===== config.mk =====
export PLATFORM = sky130hd
export DESIGN_NAME = slr_front
export DESIGN_NICKNAME = d
export VERILOG_FILES = /design/src/hw/rtl/slr_pkg.sv /design/src/hw/rtl/slr_front.sv
export SDC_FILE = /design/constraint.sdc
export NUM_CORES = 1
export LEC_CHECK = 0
export BUFFER_PORTS_ARGS = -buffer_cell sky130_fd_sc_hd__buf_4
export CAP_MARGIN = 30
export CORE_ASPECT_RATIO = 0.75
export CORE_MARGIN = 5
export CORE_UTILIZATION = 40
export DETAILED_ROUTE_END_ITERATION = 10
export PLACE_DENSITY = 0.63
export SKIP_LAST_GASP = 1
export SLEW_MARGIN = 10
export SYNTH_ARGS = -nofsm -noshare
export SYNTH_HDL_FRONTEND = slang
export SYNTH_SLANG_ARGS = --single-unit

===== constraint.sdc =====
create_clock -name clock -period 4.8 [get_ports clock]
set_input_delay 0.24 -clock clock [delete_from_list [all_inputs] [get_ports clock]]
set_output_delay 0.24 -clock clock [all_outputs]
set_load 0.02 [all_outputs]

===== src/hw/rtl/slr_pkg.sv =====
// Shared types and constants of the stereo linear resampler.
package slr_pkg;

   localparam int SAMPLE_W     = 16;
   localparam int POS_W        = 24;
   localparam int FRAC_W       = 16;
   localparam int DEF_MAX_UPSAMPLE = 16;
   localparam int IN_DEPTH     = 2;
   localparam int OUT_DEPTH    = 4;

   localparam logic [POS_W-1:0] ONE_Q16      = 24'h010000;
   localparam logic [POS_W-1:0] POS_MAX      = 24'hFFFFFF;
   localparam logic [POS_W-1:0] STEP_RESET   = 24'h010000;

   // One stereo input frame.
   typedef struct packed {
      logic signed [SAMPLE_W-1:0] left;
      logic signed [SAMPLE_W-1:0] right;
   } frame_type;

   // One interpolated result.
   typedef struct packed {
      logic signed [SAMPLE_W-1:0] left;
      logic signed [SAMPLE_W-1:0] right;
      logic                       last;
   } result_type;

endpackage


===== src/hw/rtl/slr_front.sv =====
// Input frame queue of the stereo linear resampler.
module slr_front
   import slr_pkg::*;
(
   input  logic       clock,
   input  logic       reset,
   input  logic       push,
   output logic       full,
   input  frame_type  push_frame,
   output frame_type  head_frame,
   output logic       head_valid,
   input  logic       head_pop
);

   localparam int PW = (IN_DEPTH > 1) ? $clog2(IN_DEPTH) : 1;
   localparam int CW = $clog2(IN_DEPTH + 1);

   frame_type         queue_ff [IN_DEPTH];
   logic [PW-1:0]     wptr_ff, wptr_in;
   logic [PW-1:0]     rptr_ff, rptr_in;
   logic [CW-1:0]     count_ff, count_in;
   logic              do_write, do_read;

   assign full       = (count_ff == CW'(IN_DEPTH));
   assign head_valid = (count_ff != '0);
   assign head_frame = queue_ff[rptr_ff];
   assign do_write   = push && !full;
   assign do_read    = head_pop && head_valid;

   always_comb begin
      wptr_in  = wptr_ff;
      rptr_in  = rptr_ff;
      count_in = count_ff;
      if (do_write) begin
         wptr_in = (wptr_ff == PW'(IN_DEPTH - 1)) ? '0 : wptr_ff + 1'b1;
      end
      if (do_read) begin
         rptr_in = (rptr_ff == PW'(IN_DEPTH - 1)) ? '0 : rptr_ff + 1'b1;
      end
      if (do_write && !do_read) begin
         count_in = count_ff + 1'b1;
      end else if (!do_write && do_read) begin
         count_in = count_ff - 1'b1;
      end
   end

   always_ff @(posedge clock) begin
      if (reset) begin
         wptr_ff  <= '0;
         rptr_ff  <= '0;
         count_ff <= '0;
      end else begin
         wptr_ff  <= wptr_in;
         rptr_ff  <= rptr_in;
         count_ff <= count_in;
      end
   end

   always_ff @(posedge clock) begin
      if (do_write) begin
         queue_ff[wptr_ff] <= push_frame;
      end
   end

endmodule


==> results.md <==
- Synth area leaders: edfxtp_1 76%, mux2_2 13%, dfxtp_1 4.0%
- Layout Cells excl Fill: 290
- CTS tree: yes
- Worst slew pin tran: 645 ps
- FP Rows: 25
- Post-CTS setup buffer count: 0
- Worst r2r src: count_ff[0]$_SDFFE_PP0P_
- DRC Markers: 0
- Synth top area share: 76.0%
- F_max: 448 MHz
- Critical path type: flop to primary output
- Most frequent cell after synthesis: edfxtp_1
- Tmin final: 2230 ps
- Vias per Instance: 4.52
- Setup crit end: head_frame[18]
- Flop pwr share: 44.4%
- Gpl congestion: 0.817
- Synth cell types: 16
- TritonCTS buffer count: 9
- Tcrit/Tclk final: 46.5%
- Comb pwr share: 30.5%
- Placed cell count: 274
- Startpoint Class: flop
- Critical path peak fanout: 19
- Slew headroom: 57.0%
- Ant diodes: 0
- Sw power: 0.516 mW
- Final-report hold violation count: 0
- Initial Utilization: 40.6%
- PortBufs: 69
- Syn Area/Cell: 20.2 sq um
- Endpoints failing setup: 0
- Synth warn: 0
- Area growth syn-to-layout: 32.2%
- Sw frac: 28.7%
- Post-DP HPWL: 3220 um
- Sequential-to-total area share from yosys stat: 80.0%
- Clock Power Share: 25.1%
- Clock Latency Late Sink: 330 ps
- Skew final: 6.38 ps
- Vias in the first global route: 1449
- WP data arrival: 1990 ps
- CTS root buffer: clkbuf_8
- Global route overflow: 0
- Synth Instances: 125
- Routed wire length: 4550 um
- RSZ-0062 raised after global routing: no
- Peak VDD IR: 0.000282 V
- Seq cells post-synth: 69
- Power Dens Cells: 539 nW/um^2
- Data required, critical path: 4560 ps
- WL/cell: 15.7 um
- EDFF count, synth: 64
- Status: complete, no violations
- Layout net count: 241
- Total track usage: 12.3%
- Number of antenna-violating nets in the routed design: 0
- # hold bufs at CTS: 0
- Die ar.: 8030 sq um
- Die width: 102 um
- Drt initial violations: 30
- H-tree Lvls: 3
- Initial antenna violation count: 0
- Die Y: 78.9 um
- Fin. max-slew vios: 0
- Std-Cell Core Area: 6220 sq um
- CTS sink cnt: 69
- DRT Pass-1 Iters: 4
- R2r setup slk: 2870 ps
- Worst r2r dst: queue_ff[1][11]$_DFFE_PP_
- Largest net degree at the start of global routing: 33
- Num ports: 70
- Setup_tns: 0 ps
- Worst hold path type: primary input to flop
- Synth top cells by count: 64 x edfxtp_1, 30 x mux2_2, 5 x dfxtp_1
- Top_reg_cell synth: edfxtp_1
- Max-cap violations: 0
- First-pass GRT wire length: 7180 um
- Mapped cell area: 2530 sq um
- Ys async rst share: 0%
- Post-synth net total: 162
- Share of layout cells above drive strength 1: 56.0%
- Dominant cell type by area after synthesis: edfxtp_1
- Hold Slack: 91.9 ps
- Maximum clock path buffer count: 2
- Crit end category: primary output
- Reg clk slew, reported paths: 70 ps
- Int Power: 1.28 mW
- Leakage: 1.27 nW
- Post-cts resize count: 0
- Via count: 1312
- Worst Reg2Reg Path Length in Cells: 4
[power by group through the flow]
stage          Clock (mW)  Sequential, mW  Combinational [mW]
2_1_floorplan           0           0.789               0.357
3_3_place_gp            0           0.805               0.545
3_5_place_dp            0           0.813               0.559
4_1_cts             0.467           0.801               0.562
5_1_grt             0.500           0.808               0.589
6_report            0.452           0.799               0.549
[critical path, cell delays in order, from the launching register on]
cell and delay (ps):
dfxtp_1 720, buf_4 380, mux2_2 390, buf_4 160
[worst min-delay path by stage]
stage          slack, ps  cells after the start      startpoint                         to
3_3_place_gp         430                      1   push_frame[5]   queue_ff[0][5]$_DFFE_PP_
3_5_place_dp         430                      1  push_frame[17]  queue_ff[0][17]$_DFFE_PP_
6_report              90                      1  push_frame[19]  queue_ff[0][19]$_DFFE_PP_
5_1_grt               60                      1  push_frame[19]  queue_ff[0][19]$_DFFE_PP_
2_1_floorplan        310                      1           reset   count_ff[1]$_SDFFE_PP0P_
4_1_cts               70                      1  push_frame[19]  queue_ff[0][19]$_DFFE_PP_
[metal layers]
layer  global-route usage [%]  vias up  share of wire [%]
met2                     20.2       42                 52
met5                        0        -                  0
met3                     6.58        7                8.7
met1                     13.2      626                 38
li1                         -      637                  -
met4                     5.50        0                1.4
[logic make-up (layout without fill, tap and decap cells)]
| logic type | count (synthesis) | count (layout) | share of synthesized area, % |
|---|---|---|---|
| compound gates | 5 | 5 | 0.989 |
| xor+xnor | 3 | 3 | 1.04 |
| fa+ha+maj | 1 | 1 | 0.495 |
| buf+inv | 6 | 90 | 1.34 |
| flops | 69 | 69 | 80.0 |
| mux | 32 | 32 | 14.3 |
| simple gates | 9 | 9 | 1.93 |
[per-stage QoR]
| step | cell area (sq um) | worst slack, ps | total power [mW] | utilization (%) |
|---|---|---|---|---|
| 4_1_cts | 3340 | 2520 | 1.83 | 53.7 |
| 2_1_floorplan | 2530 | 2930 | 1.15 | - |
| 3_5_place_dp | 3140 | 2830 | 1.37 | 50.5 |
| 5_1_grt | 3340 | 2430 | 1.90 | 53.7 |
| 6_report | 3340 | 2570 | 1.80 | 53.7 |
| 3_3_place_gp | 3140 | 2940 | 1.35 | 50.5 |
[placed cells by master (no fill, tap or decap), drive strengths merged]
cell type and instances:
buf 72, and2 1, xor2 3, dfxtp 5, a21oi 2, edfxtp 64
or3 2, o21ai 3, or2 1, clkinv 1, inv 2, nor2 4
nor2b 1, ha 1, clkbuf 14, mux2 32, bufinv 1
[state kept, by name, summed over array words and instances, names as in the netlist, named ones only]
name / count
queue_ff: 64
count_ff: 2
rptr_ff: 1
wptr_ff: 1
[layout make-up]
cell class | count | area [sq um]
fillers | 510 | 2880
well taps | 81 | 101
clock inverters | 2 | 35.0
multi-input cells | 50 | 473
flip-flops and latches | 69 | 2020
clock buffers | 14 | 163
inverters | 2 | 7.51
repair buffers | 72 | 541
Power figures use the tool's default switching activity.
